`config.mk`:
```
export PLATFORM = sky130hd
export DESIGN_NAME = arp_cache_and_responder
export DESIGN_NICKNAME = d
export VERILOG_FILES = /design/src/hdl/arp_pkg.sv /design/src/hdl/arp_cell.sv /design/src/hdl/arp_cache_and_responder.sv
export SDC_FILE = /design/constraint.sdc
export NUM_CORES = 2
export LEC_CHECK = 0
export ABC_AREA = 1
export BUFFER_PORTS_ARGS = -buffer_cell sky130_fd_sc_hd__buf_4
export CAP_MARGIN = 5
export CORE_AREA = 2 2 571 289
export DETAILED_ROUTE_END_ITERATION = 10
export DIE_AREA = 0 0 573 291
export PLACE_DENSITY_LB_ADDON = 0.1
export SYNTH_ARGS = -nofsm -noshare
export SYNTH_HDL_FRONTEND = slang
export SYNTH_SLANG_ARGS = --single-unit
```
`constraint.sdc`:
```
create_clock -name clk -period 19.1 [get_ports clk]
set_input_delay 3.82 -clock clk [delete_from_list [all_inputs] [get_ports clk]]
set_output_delay 3.82 -clock clk [all_outputs]
set_load 0.03 [all_outputs]
```
`src/hdl/arp_pkg.sv`:
```
// Types and constants of the ARP cache and responder.
package arp_pkg;

	// Field widths
	localparam int CMD_W    = 3;
	localparam int OPC_W    = 16;
	localparam int IP_W     = 32;
	localparam int MAC_W    = 48;
	localparam int STATUS_W = 4;

	// Stream data widths, padded to whole bytes
	localparam int IN_FIELDS_W  = CMD_W + OPC_W + IP_W + MAC_W + IP_W;
	localparam int IN_DATA_W    = ((IN_FIELDS_W + 7) / 8) * 8;
	localparam int OUT_FIELDS_W = STATUS_W + MAC_W + IP_W;
	localparam int OUT_DATA_W   = ((OUT_FIELDS_W + 7) / 8) * 8;

	// Table size; entry indexes are carried at the width of the largest table
	localparam int DEF_ENTRIES = 16;
	localparam int ENTRIES_CAP = 256;
	localparam int IDX_W       = $clog2(ENTRIES_CAP);

	// Configuration port
	localparam int CFG_IDX_W  = 1;
	localparam int CFG_DATA_W = 48;
	localparam logic [CFG_IDX_W-1:0] REG_OWN_IP  = 1'd0;
	localparam logic [CFG_IDX_W-1:0] REG_OWN_MAC = 1'd1;

	// Command codes
	localparam logic [CMD_W-1:0] CMD_PACKET  = 3'd0;
	localparam logic [CMD_W-1:0] CMD_ADD     = 3'd1;
	localparam logic [CMD_W-1:0] CMD_RESOLVE = 3'd2;
	localparam logic [CMD_W-1:0] CMD_REMOVE  = 3'd3;
	localparam logic [CMD_W-1:0] CMD_CLEAR   = 3'd4;

	// ARP opcodes
	localparam logic [OPC_W-1:0] OP_REQUEST = 16'd1;
	localparam logic [OPC_W-1:0] OP_REPLY   = 16'd2;

	// Status codes
	localparam logic [STATUS_W-1:0] ST_DONE            = 4'd0;
	localparam logic [STATUS_W-1:0] ST_FULL            = 4'd1;
	localparam logic [STATUS_W-1:0] ST_HIT             = 4'd2;
	localparam logic [STATUS_W-1:0] ST_MISS            = 4'd3;
	localparam logic [STATUS_W-1:0] ST_REPLY           = 4'd4;
	localparam logic [STATUS_W-1:0] ST_REPLY_UNLEARNED = 4'd5;
	localparam logic [STATUS_W-1:0] ST_NOT_OURS        = 4'd6;
	localparam logic [STATUS_W-1:0] ST_REPLY_SEEN      = 4'd7;
	localparam logic [STATUS_W-1:0] ST_BAD_OPCODE      = 4'd8;

	// Search token handed from cell to cell
	typedef struct packed {
		logic              vld;
		logic [IP_W-1:0]   key;
		logic              hit;
		logic [IDX_W-1:0]  hit_idx;
		logic [MAC_W-1:0]  hit_mac;
		logic              free;
		logic [IDX_W-1:0]  free_idx;
	} arp_tok_t;

	// Table update broadcast to all cells
	typedef struct packed {
		logic              wr;
		logic              inv;
		logic              clr;
		logic [IDX_W-1:0]  idx;
		logic [IP_W-1:0]   ip;
		logic [MAC_W-1:0]  mac;
	} arp_upd_t;

endpackage

```
`src/hdl/arp_cell.sv`:
```
// One table entry of the ARP cache with its stage of the search chain.
module arp_cell #(
	parameter int CELL_IDX = 0
) (
	input  logic             clk,
	input  logic             arst_n,
	input  arp_pkg::arp_tok_t tok_in,
	input  arp_pkg::arp_upd_t upd,
	output arp_pkg::arp_tok_t tok_out
);

	logic                        valid_q;
	logic [arp_pkg::IP_W-1:0]    ip_q;
	logic [arp_pkg::MAC_W-1:0]   mac_q;
	logic                        tok_vld_q;
	arp_pkg::arp_tok_t           tok_q;
	arp_pkg::arp_tok_t           tok_nxt;
	logic                        sel;

	assign sel = (upd.idx == arp_pkg::IDX_W'(CELL_IDX));

	// Entry valid bit; clear wipes every cell at once
	always_ff @(posedge clk or negedge arst_n) begin
		if (!arst_n) begin
			valid_q <= 1'b0;
		end else if (upd.clr) begin
			valid_q <= 1'b0;
		end else if (upd.wr && sel) begin
			valid_q <= 1'b1;
		end else if (upd.inv && sel) begin
			valid_q <= 1'b0;
		end
	end

	// Entry payload
	always_ff @(posedge clk) begin
		if (upd.wr && sel) begin
			ip_q  <= upd.ip;
			mac_q <= upd.mac;
		end
	end

	// Lowest match and lowest free slot win: later cells leave found flags alone
	always_comb begin
		tok_nxt = tok_in;
		if (!tok_in.hit && valid_q && (ip_q == tok_in.key)) begin
			tok_nxt.hit     = 1'b1;
			tok_nxt.hit_idx = arp_pkg::IDX_W'(CELL_IDX);
			tok_nxt.hit_mac = mac_q;
		end
		if (!tok_in.free && !valid_q) begin
			tok_nxt.free     = 1'b1;
			tok_nxt.free_idx = arp_pkg::IDX_W'(CELL_IDX);
		end
	end

	// Token register towards the next cell
	always_ff @(posedge clk or negedge arst_n) begin
		if (!arst_n) begin
			tok_vld_q <= 1'b0;
		end else begin
			tok_vld_q <= tok_in.vld;
		end
	end

	always_ff @(posedge clk) begin
		tok_q <= tok_nxt;
	end

	always_comb begin
		tok_out     = tok_q;
		tok_out.vld = tok_vld_q;
	end

endmodule

```
`src/hdl/arp_cache_and_responder.sv`:
```
// Top level of the ARP cache and responder: control, cell chain and output register.
//
// Usage: one command per input transaction on s_tvalid/s_tready/s_tdata
// (packet, add/update, resolve, remove, clear); one result per command on
// m_tvalid/m_tready/m_tdata. The user writes own_ip and own_mac through
// cfg_we/cfg_index/cfg_data only while idle; the block does not enforce it.
// Commands that search the table (add, resolve, remove, and a request for
// our own IP) are taken into the command and launch registers, pass the
// cell chain, where the search token steps through one cell per cycle, and
// then the capture register and the output register. Other commands go
// from the command register straight to the output register. One command
// is in work at a time: the next is accepted only once the result of the
// last has been taken into the output register.
// Reset clears every entry's valid bit and both configuration registers at
// once; no clearing pass is needed.
// A stalled receiver holds the result in the output register; the next
// command is still accepted and worked on, and only waits to finish until
// the output register is free.
module arp_cache_and_responder #(
	parameter int TABLE_ENTRIES = arp_pkg::DEF_ENTRIES
) (
	input  logic                              clk,
	input  logic                              arst_n,
	// cmd, opcode, sender IP, sender MAC, target IP (from bit 0 up), zero padded
	input  logic [arp_pkg::IN_DATA_W-1:0]     s_tdata,
	input  logic                              s_tvalid,
	output logic                              s_tready,
	// status, out_mac, out_ip (from bit 0 up), zero padded
	output logic [arp_pkg::OUT_DATA_W-1:0]    m_tdata,
	output logic                              m_tvalid,
	input  logic                              m_tready,
	input  logic                              cfg_we,
	input  logic [arp_pkg::CFG_IDX_W-1:0]     cfg_index,
	input  logic [arp_pkg::CFG_DATA_W-1:0]    cfg_data
);

	typedef enum logic [2:0] {
		ST_IDLE = 3'b001,
		ST_SCAN = 3'b010,
		ST_FIN  = 3'b100
	} state_t;

	state_t                           state_q;
	logic [arp_pkg::IP_W-1:0]         own_ip_q;
	logic [arp_pkg::MAC_W-1:0]        own_mac_q;
	logic [arp_pkg::CMD_W-1:0]        cmd_q;
	logic [arp_pkg::OPC_W-1:0]        opcode_q;
	logic [arp_pkg::IP_W-1:0]         ip_q;
	logic [arp_pkg::MAC_W-1:0]        mac_q;
	logic [arp_pkg::IP_W-1:0]         tip_q;
	logic                             launch_q;
	arp_pkg::arp_tok_t                scan_q;
	logic                             m_tvalid_q;
	logic [arp_pkg::STATUS_W-1:0]     status_q;
	logic [arp_pkg::MAC_W-1:0]        omac_q;
	logic [arp_pkg::IP_W-1:0]         oip_q;

	logic [arp_pkg::CMD_W-1:0]        in_cmd;
	logic [arp_pkg::OPC_W-1:0]        in_opcode;
	logic [arp_pkg::IP_W-1:0]         in_ip;
	logic [arp_pkg::MAC_W-1:0]        in_mac;
	logic [arp_pkg::IP_W-1:0]         in_tip;
	logic                             accept;
	logic                             in_scan;
	logic                             req_ours;
	logic                             out_free;
	logic                             finish;
	logic [arp_pkg::STATUS_W-1:0]     status_d;
	logic [arp_pkg::MAC_W-1:0]        omac_d;
	logic [arp_pkg::IP_W-1:0]         oip_d;
	arp_pkg::arp_upd_t                upd;
	arp_pkg::arp_tok_t                tok [TABLE_ENTRIES+1];

	// Input field unpacking
	assign in_cmd    = s_tdata[2:0];
	assign in_opcode = s_tdata[18:3];
	assign in_ip     = s_tdata[50:19];
	assign in_mac    = s_tdata[98:51];
	assign in_tip    = s_tdata[130:99];

	assign s_tready = (state_q == ST_IDLE);
	assign accept   = s_tvalid && s_tready;
	assign in_scan  = (in_cmd == arp_pkg::CMD_ADD) || (in_cmd == arp_pkg::CMD_RESOLVE) ||
	                  (in_cmd == arp_pkg::CMD_REMOVE) ||
	                  ((in_cmd == arp_pkg::CMD_PACKET) && (in_opcode == arp_pkg::OP_REQUEST) &&
	                   (in_tip == own_ip_q));
	assign req_ours = (cmd_q == arp_pkg::CMD_PACKET) && (opcode_q == arp_pkg::OP_REQUEST) &&
	                  (tip_q == own_ip_q);
	assign out_free = !m_tvalid_q || m_tready;
	assign finish   = (state_q == ST_FIN) && out_free;

	// Configuration registers
	always_ff @(posedge clk or negedge arst_n) begin
		if (!arst_n) begin
			own_ip_q  <= '0;
			own_mac_q <= '0;
		end else if (cfg_we) begin
			unique case (cfg_index)
				arp_pkg::REG_OWN_IP:  own_ip_q  <= cfg_data[arp_pkg::IP_W-1:0];
				arp_pkg::REG_OWN_MAC: own_mac_q <= cfg_data;
				default: ;
			endcase
		end
	end

	// Command register
	always_ff @(posedge clk) begin
		if (accept) begin
			cmd_q    <= in_cmd;
			opcode_q <= in_opcode;
			ip_q     <= in_ip;
			mac_q    <= in_mac;
			tip_q    <= in_tip;
		end
	end

	// Sequencer
	always_ff @(posedge clk or negedge arst_n) begin
		if (!arst_n) begin
			state_q  <= ST_IDLE;
			launch_q <= 1'b0;
		end else begin
			launch_q <= accept && in_scan;
			unique case (state_q)
				ST_IDLE: begin
					if (accept) begin
						state_q <= in_scan ? ST_SCAN : ST_FIN;
					end
				end
				ST_SCAN: begin
					if (tok[TABLE_ENTRIES].vld) begin
						state_q <= ST_FIN;
					end
				end
				ST_FIN: begin
					if (out_free) begin
						state_q <= ST_IDLE;
					end
				end
				default: state_q <= ST_IDLE;
			endcase
		end
	end

	// Search result at the end of the chain
	always_ff @(posedge clk) begin
		if ((state_q == ST_SCAN) && tok[TABLE_ENTRIES].vld) begin
			scan_q <= tok[TABLE_ENTRIES];
		end
	end

	// Token launched into the first cell
	always_comb begin
		tok[0]          = '0;
		tok[0].vld      = launch_q;
		tok[0].key      = ip_q;
	end

	// Cell chain
	for (genvar g = 0; g < TABLE_ENTRIES; g++) begin : g_cell
		arp_cell #(
			.CELL_IDX(g)
		) u_cell (
			.clk    (clk),
			.arst_n (arst_n),
			.tok_in (tok[g]),
			.upd    (upd),
			.tok_out(tok[g+1])
		);
	end

	// Table update, applied as the result is produced
	always_comb begin
		upd     = '0;
		upd.ip  = ip_q;
		upd.mac = mac_q;
		if (finish) begin
			case (cmd_q)
				arp_pkg::CMD_ADD, arp_pkg::CMD_PACKET: begin
					if (cmd_q == arp_pkg::CMD_ADD || req_ours) begin
						upd.wr  = scan_q.hit || scan_q.free;
						upd.idx = scan_q.hit ? scan_q.hit_idx : scan_q.free_idx;
					end
				end
				arp_pkg::CMD_REMOVE: begin
					upd.inv = scan_q.hit;
					upd.idx = scan_q.hit_idx;
				end
				arp_pkg::CMD_CLEAR: upd.clr = 1'b1;
				default: ;
			endcase
		end
	end

	// Result decode
	always_comb begin
		status_d = arp_pkg::ST_DONE;
		omac_d   = '0;
		oip_d    = '0;
		case (cmd_q)
			arp_pkg::CMD_PACKET: begin
				if (opcode_q == arp_pkg::OP_REQUEST) begin
					if (!req_ours) begin
						status_d = arp_pkg::ST_NOT_OURS;
					end else begin
						status_d = (scan_q.hit || scan_q.free) ? arp_pkg::ST_REPLY
						                                        : arp_pkg::ST_REPLY_UNLEARNED;
						omac_d   = mac_q;
						oip_d    = ip_q;
					end
				end else if (opcode_q == arp_pkg::OP_REPLY) begin
					status_d = arp_pkg::ST_REPLY_SEEN;
				end else begin
					status_d = arp_pkg::ST_BAD_OPCODE;
				end
			end
			arp_pkg::CMD_ADD: begin
				status_d = (scan_q.hit || scan_q.free) ? arp_pkg::ST_DONE : arp_pkg::ST_FULL;
			end
			arp_pkg::CMD_RESOLVE: begin
				if (scan_q.hit) begin
					status_d = arp_pkg::ST_HIT;
					omac_d   = scan_q.hit_mac;
				end else begin
					status_d = arp_pkg::ST_MISS;
				end
			end
			default: ;
		endcase
	end

	// Output register
	always_ff @(posedge clk or negedge arst_n) begin
		if (!arst_n) begin
			m_tvalid_q <= 1'b0;
		end else if (finish) begin
			m_tvalid_q <= 1'b1;
		end else if (m_tready) begin
			m_tvalid_q <= 1'b0;
		end
	end

	always_ff @(posedge clk) begin
		if (finish) begin
			status_q <= status_d;
			omac_q   <= omac_d;
			oip_q    <= oip_d;
		end
	end

	assign m_tvalid = m_tvalid_q;
	assign m_tdata  = {{(arp_pkg::OUT_DATA_W - arp_pkg::OUT_FIELDS_W){1'b0}},
	                   oip_q, omac_q, status_q};

	// own_mac is held in a register but drives no output of this block
	logic own_mac_unused;
	assign own_mac_unused = ^own_mac_q;

endmodule

```
# ---- Yosys cells after proc, flatten, opt, wreduce, memory -nomap -nowiden
# Index checks and enable logic that the tools add are counted.
dict set report totals {
  reg_bits 3166
  inputBits 190
  out_inout_bits 90
  wordCells 479
}
dict set report classes {
  n_eq_ne 49
  n_mux 91
  n_bitwise 1
  n_reduce_logical 162
}
# op count
set op_table {}
lappend op_table {{two-way mux 48 bit} 18}
lappend op_table {{== test 32 bit} 18}
lappend op_table {{one-hot mux 48 bit (2 select lines)} 1}
lappend op_table {{logical AND 1 bit} 86}
lappend op_table {{== test 8 x 4 -> 1 bit, second input constant} 8}
lappend op_table {{two-way mux 1 bit} 57}
lappend op_table {{two-way mux 57 bit} 1}
lappend op_table {{nonzero test 3 bit} 16}
lappend op_table {{zero test 1 bit} 46}
lappend op_table {{== test 16 x 1 -> 1 bit, second input constant} 2}
lappend op_table {{== test 8 x 3 -> 1 bit, second input constant} 4}
lappend op_table {{== test 16 x 2 -> 1 bit, second input constant} 1}
lappend op_table {{== test 8 x 2 -> 1 bit, second input constant} 2}
lappend op_table {{two-way mux 8 bit} 2}
lappend op_table {{one-hot mux 8 bit (2 select lines)} 1}
lappend op_table {{== test 3 x 2 -> 1 bit, second input constant} 5}
lappend op_table {{two-way mux 3 bit} 4}
lappend op_table {{one-hot mux 4 bit (3 select lines)} 1}
lappend op_table {{two-way mux 11 bit} 1}
lappend op_table {{== test 3 x 1 -> 1 bit, second input constant} 3}
lappend op_table {{two-way mux 9 bit} 1}
lappend op_table {{one-hot mux 3 bit (3 select lines)} 1}
lappend op_table {{== test 8 x 1 -> 1 bit, second input constant} 1}
lappend op_table {{zero test 8 bit} 1}
lappend op_table {{12 further kinds} 22}

# ---- Logic depth before layout (Yosys ltp)
dict set report depth {
  ltp_word 12
  mapped_depth 18
  ltp_nobuf 18
}

# ---- Modules after synthesis
# From an unflattened synthesis, not the netlist that was laid out.
dict set report hier_totals {
  cells_unflattened 10037
  hier_area_um2 109886.6
}
# module instances cells_per_inst area_per_inst_um2 seq_area_each_um2
set by_module_without_submodules {}
lappend by_module_without_submodules {{arp_cell at g_cell[10].u_cell ...} 6 567 6085.8 4414.2}
lappend by_module_without_submodules {{arp_cell at g_cell[11].u_cell ...} 4 566 6108.4 4414.2}
lappend by_module_without_submodules {{arp_cell at g_cell[1].u_cell ...} 4 568 6092.1 4414.2}
lappend by_module_without_submodules {arp_cache_and_responder 1 964 12479.5 9365.2}
lappend by_module_without_submodules {{arp_cell at g_cell[0].u_cell} 1 569 6045.8 4414.2}
lappend by_module_without_submodules {{arp_cell at g_cell[15].u_cell} 1 566 6044.5 4414.2}

# ---- Worst setup path after synthesis
# Ideal clock, no wire load.
dict set report synth_timing {
  kind {input-to-reg}
  startpoint {input port s_tvalid}
  endpoint {register cmd_q[0] (netlist bit), enable pin}
  setup_ns 0.946
  t_arrival_ns 16.234
  required_time_ns 18.154
  slack_ns 1.920
  path_stages 2
  path_buffers 0
  path_cell_list {inv_1 nor4_1}
}
dict set report synth_between {
  elab_chain_len 1
}
# item line
set synth_rtl {}
lappend synth_rtl {{start: declaration} arp_cache_and_responder.sv:26} ;# input logic s_tvalid,
lappend synth_rtl {{logical AND 1 bit} arp_cache_and_responder.sv:82} ;# assign accept = s_tvalid && s_tready;
lappend synth_rtl {{net accept} arp_cache_and_responder.sv:63} ;# logic accept;
lappend synth_rtl {{end signal: assignment} arp_cache_and_responder.sv:109} ;# cmd_q <= in_cmd;
lappend synth_rtl {{end: declaration} arp_cache_and_responder.sv:46} ;# logic [arp_pkg::CMD_W-1:0] cmd_q;
# The timed path passes the listed nets, and every way through them passes these cells.
# A chain may end at the register's enable or synchronous reset.

# ---- Worst setup path after layout
dict set report layout_timing {
  startpoint {input port m_tready}
  endpoint {register g_cell[3].u_cell.mac_q[19] (netlist bit), enable pin}
}
dict set report layout_between {
  elab_chain_len 5
}
# item line
set layout_rtl {}
lappend layout_rtl {{start: declaration} arp_cache_and_responder.sv:31} ;# input logic m_tready,
lappend layout_rtl {{logical OR 1 bit *} arp_cache_and_responder.sv:89} ;# assign out_free = !m_tvalid_q || m_tready;
lappend layout_rtl {{logical AND 1 bit *} arp_cache_and_responder.sv:90} ;# assign finish = (state_q == ST_FIN) && out_free;
lappend layout_rtl {{net finish} arp_cache_and_responder.sv:67} ;# logic finish;
lappend layout_rtl {{two-way mux 11 bit *} arp_cache_and_responder.sv:177} ;# if (finish) begin
lappend layout_rtl {{== test 8 x 2 -> 1 bit} arp_cell.sv:20} ;# assign sel = (upd.idx == arp_pkg::IDX_W'(CELL_IDX));
lappend layout_rtl {{logical AND 1 bit *} arp_cell.sv:37} ;# if (upd.wr && sel) begin
lappend layout_rtl {{end signal: assignment} arp_cell.sv:39} ;# mac_q <= upd.mac;
lappend layout_rtl {{end: declaration} arp_cell.sv:14} ;# logic [arp_pkg::MAC_W-1:0] mac_q;
# The timed path passes the listed nets; every way through them passes the cells marked *.

==> impl_metrics.yaml <==
timing:
  clock_skew_ns: 0.0393
  period_share_pct: 33.1
  setup_viol: 0
  maxSlewViolCount: 0
  tns_ns: 0
  tightest_slew_ns: 1.25
  fin_crit_ns: 6.32
  final_hold_viol_count: 0
  fmax_mhz: 158
  rsz0062_at_grt: "no"
  maxSlewHeadroom_pct: 16.4
yosys:
  ys_warn_count: 0
  syn_inst: 7623
  yosysSeqAreaShare_pct: 78.5
  synthTopCellsByArea: "edfxtp_1, dfxtp_1, nand2_1"
  synth_commonest_cells: "nand2_1, edfxtp_1, dfxtp_1"
  synthArstFlopShare_pct: 2.30
  syn_area_sq_um: 96700
  synth_ff_type: "edfxtp_1"
  yosysMostFrequentCell: "nand2_1"
  synth_top_area_share_pct: 48.2
  syn_avg_cell_area_sq_um: 12.7
  ys_ff_latch: 3000
  synth_enable_flop_cells: 1553
  ys_types: 55
  yosysTopAreaCell: "edfxtp_1"
final_layout:
  area_growth_pct: 13.3
  fin_nets: 8205
  num-fill-cells: 11800
  drive_gt1_share_pct: 11.1
global_routing:
  grt_pass1_wl_um: 336000
  grt_pass1_vias: 49900
  grt_max_degree: 121
  overflow: 0
  antenna_found_initial: 52
  track_usage_pct: 27.4
power:
  power_w: 0.0136
  ir_drop_mv: 0.0872
  p_leak_nw: 44.6
  combPwrFrac_pct: 5.9
  switching_share_pct: 23.8
  clockPowerShare_pct: 37.3
  p_switching_w: 0.00324
  p_seq_share_pct: 56.8
  p_per_area_nw_per_um2: 124
  intPower_w: 0.0104
die:
  start_util_pct: 59.6
  rows: 105
  core_sq_um: 162000
  die_h_um: 291
  die_w_um: 573
  die_area_sq_um: 167000
  pin_count: 280
route:
  dr.pass1.iters: 6
  routed-via-count: 54000
  routed_via_density: 5.18
  drc: 0
  drt-initial-drc-count: 7732
  routedWlPerCell_um: 22.1
  routed_wl_um: 230000
  antenna_left: 1
clock_network:
  cts.path.max_buffers: 4
  ctsHoldBuffers: 0
  htreeDepth: 4
  cts_tree: "done"
  clk_latency_ns: 0.87
  post_cts_buffers: 0
  root_buffer: "clkbuf_16"
  path_clk_slew_ns: 0.07
  cts_buffers: 242
  cts_resized: 0
  clock_sinks: 3000
placed_design:
  dp_hpwl_um: 156000
  portBuffers: 254
  gp_congestion: 0.898
critical_path:
  arrival_ns: 6.80
  reg2reg_slack_ns: 14.54
  end_kind: "flip-flop"
  cp-start-kind: "input pin"
  r2r-start: "cmd_q[0]"
  cp_data_required_time_ns: 19.58
  rr_endpoint: "g_cell[3].u_cell.mac_q[19]"
  crit_type: "input pin to flip-flop"
  path_max_fanout: 50
  reg2regPathDepth: 16
worst_hold_path:
  hold_path_end: "g_cell[5].u_cell.tok_out[75]"
  hp-class: "flip-flop to flip-flop"
  whs_path_depth: 0
  hold_start: "g_cell[4].u_cell.tok_out[75]"
run_status:
  status: "finished with violations"
  violations: "antenna violations"
run:
  drv_cap: 0
-- cells in the final DEF, fill, tap and decap left out, drive strengths merged, types with 131 or more instances in the layout --
| master | Yosys | layout |
|---|---|---|
| nor2 | 243 | 243 |
| o21ai | 183 | 183 |
| buf | 51 | 336 |
| nand3 | 146 | 146 |
| edfxtp | 1553 | 1553 |
| nand2 | 2482 | 2482 |
| xor2 | 131 | 131 |
| dfxtp | 1378 | 1378 |
| clkbuf | 140 | 373 |
| inv | 679 | 669 |
-- flip-flops by register name, indices dropped and copies added (netlist names), 32 cells and up --
name,count
mac_q,48
oip_q,32
scan_q,58
omac_q,48
g_cell.u_cell.mac_q,768
tip_q,32
g_cell.u_cell.ip_q,512
own_ip_q,32
ip_q,32
g_cell.u_cell.tok_out,1378
-- power by group through the flow --
stage	Sequential [W]	Clock [W]	Combinational, W
6_report	0.00772	0.00508	0.000807
5_1_grt	0.00775	0.00539	0.000860
4_1_cts	0.00770	0.00513	0.000792
3_5_place_dp	0.00784	0	0.000788
3_3_place_gp	0.00783	0	0.000775
2_1_floorplan	0.00770	0	0.000333
-- stage by stage --
stage	utilization, %	hold WS (ns)	cell area (sq um)	worst slack, ns	instances
2_1_floorplan	-	0.331	96700	1.92	7626
3_3_place_gp	62.4	0.333	101000	11.96	9963
3_5_place_dp	62.4	0.335	101000	11.88	9964
4_1_cts	67.4	0.325	109000	12.79	10400
5_1_grt	67.4	0.328	109000	12.56	10400
6_report	67.5	0.325	110000	12.78	10400
-- worst max-delay path: stages --
cell and delay (ns):
buf_4 0.08, nor2_1 0.09, nor2_8 0.74, nand3b_2 0.14, inv_2 0.39, nand3_2 0.16
clkinv_2 0.45, buf_4 0.72
-- layer usage --
| layer | track usage (%) | up-vias | share of wire, % |
|---|---|---|---|
| met5 | 0 | - | 0.073 |
| met4 | 4.49 | 24 | 1.1 |
| met3 | 9.58 | 246 | 14 |
| met2 | 30.9 | 2628 | 34 |
| met1 | 48.8 | 25400 | 51 |
| li1 | - | 25800 | - |
-- logic make-up (layout without fill, tap and decap cells) --
logic type / Yosys count / count (layout) / share of synthesized area [%]
flops: 3000 / 3000 / 78.5
mux: 17 / 17 / 0.198
buf+inv: 878 / 1470 / 3.49
simple gates: 3111 / 3111 / 13.3
compound gates: 401 / 401 / 2.55
other cells: 1 / 24 / 0.00388
xor+xnor: 215 / 215 / 1.95
-- worst max path at each step --
stage                   from                          to  slack (ns)  cells past startpoint
global placement    m_tready  g_cell[0].u_cell.mac_q[19]       11.96                      8
finish              m_tready  g_cell[3].u_cell.mac_q[19]       12.78                      8
detailed placement  m_tready  g_cell[0].u_cell.mac_q[19]       11.88                      8
global route        m_tready  g_cell[0].u_cell.mac_q[31]       12.56                      8
CTS                 m_tready  g_cell[0].u_cell.mac_q[31]       12.79                      8
floorplan           s_tvalid                    cmd_q[0]        1.92                      2
-- final cells by class --
class,count,area (sq um),share of cell area [%]
antenna,20,50.0,0.0457
multi-input combinational,3748,17500,15.9
sequential,3000,75900,69.3
inverter,687,2600,2.37
clock inverter,74,696,0.635
clock buffer,373,7480,6.83
timing repair buffer,336,2550,2.33
tap,2193,2740,2.51
Note: power is estimated with default switching activity, not from simulation.
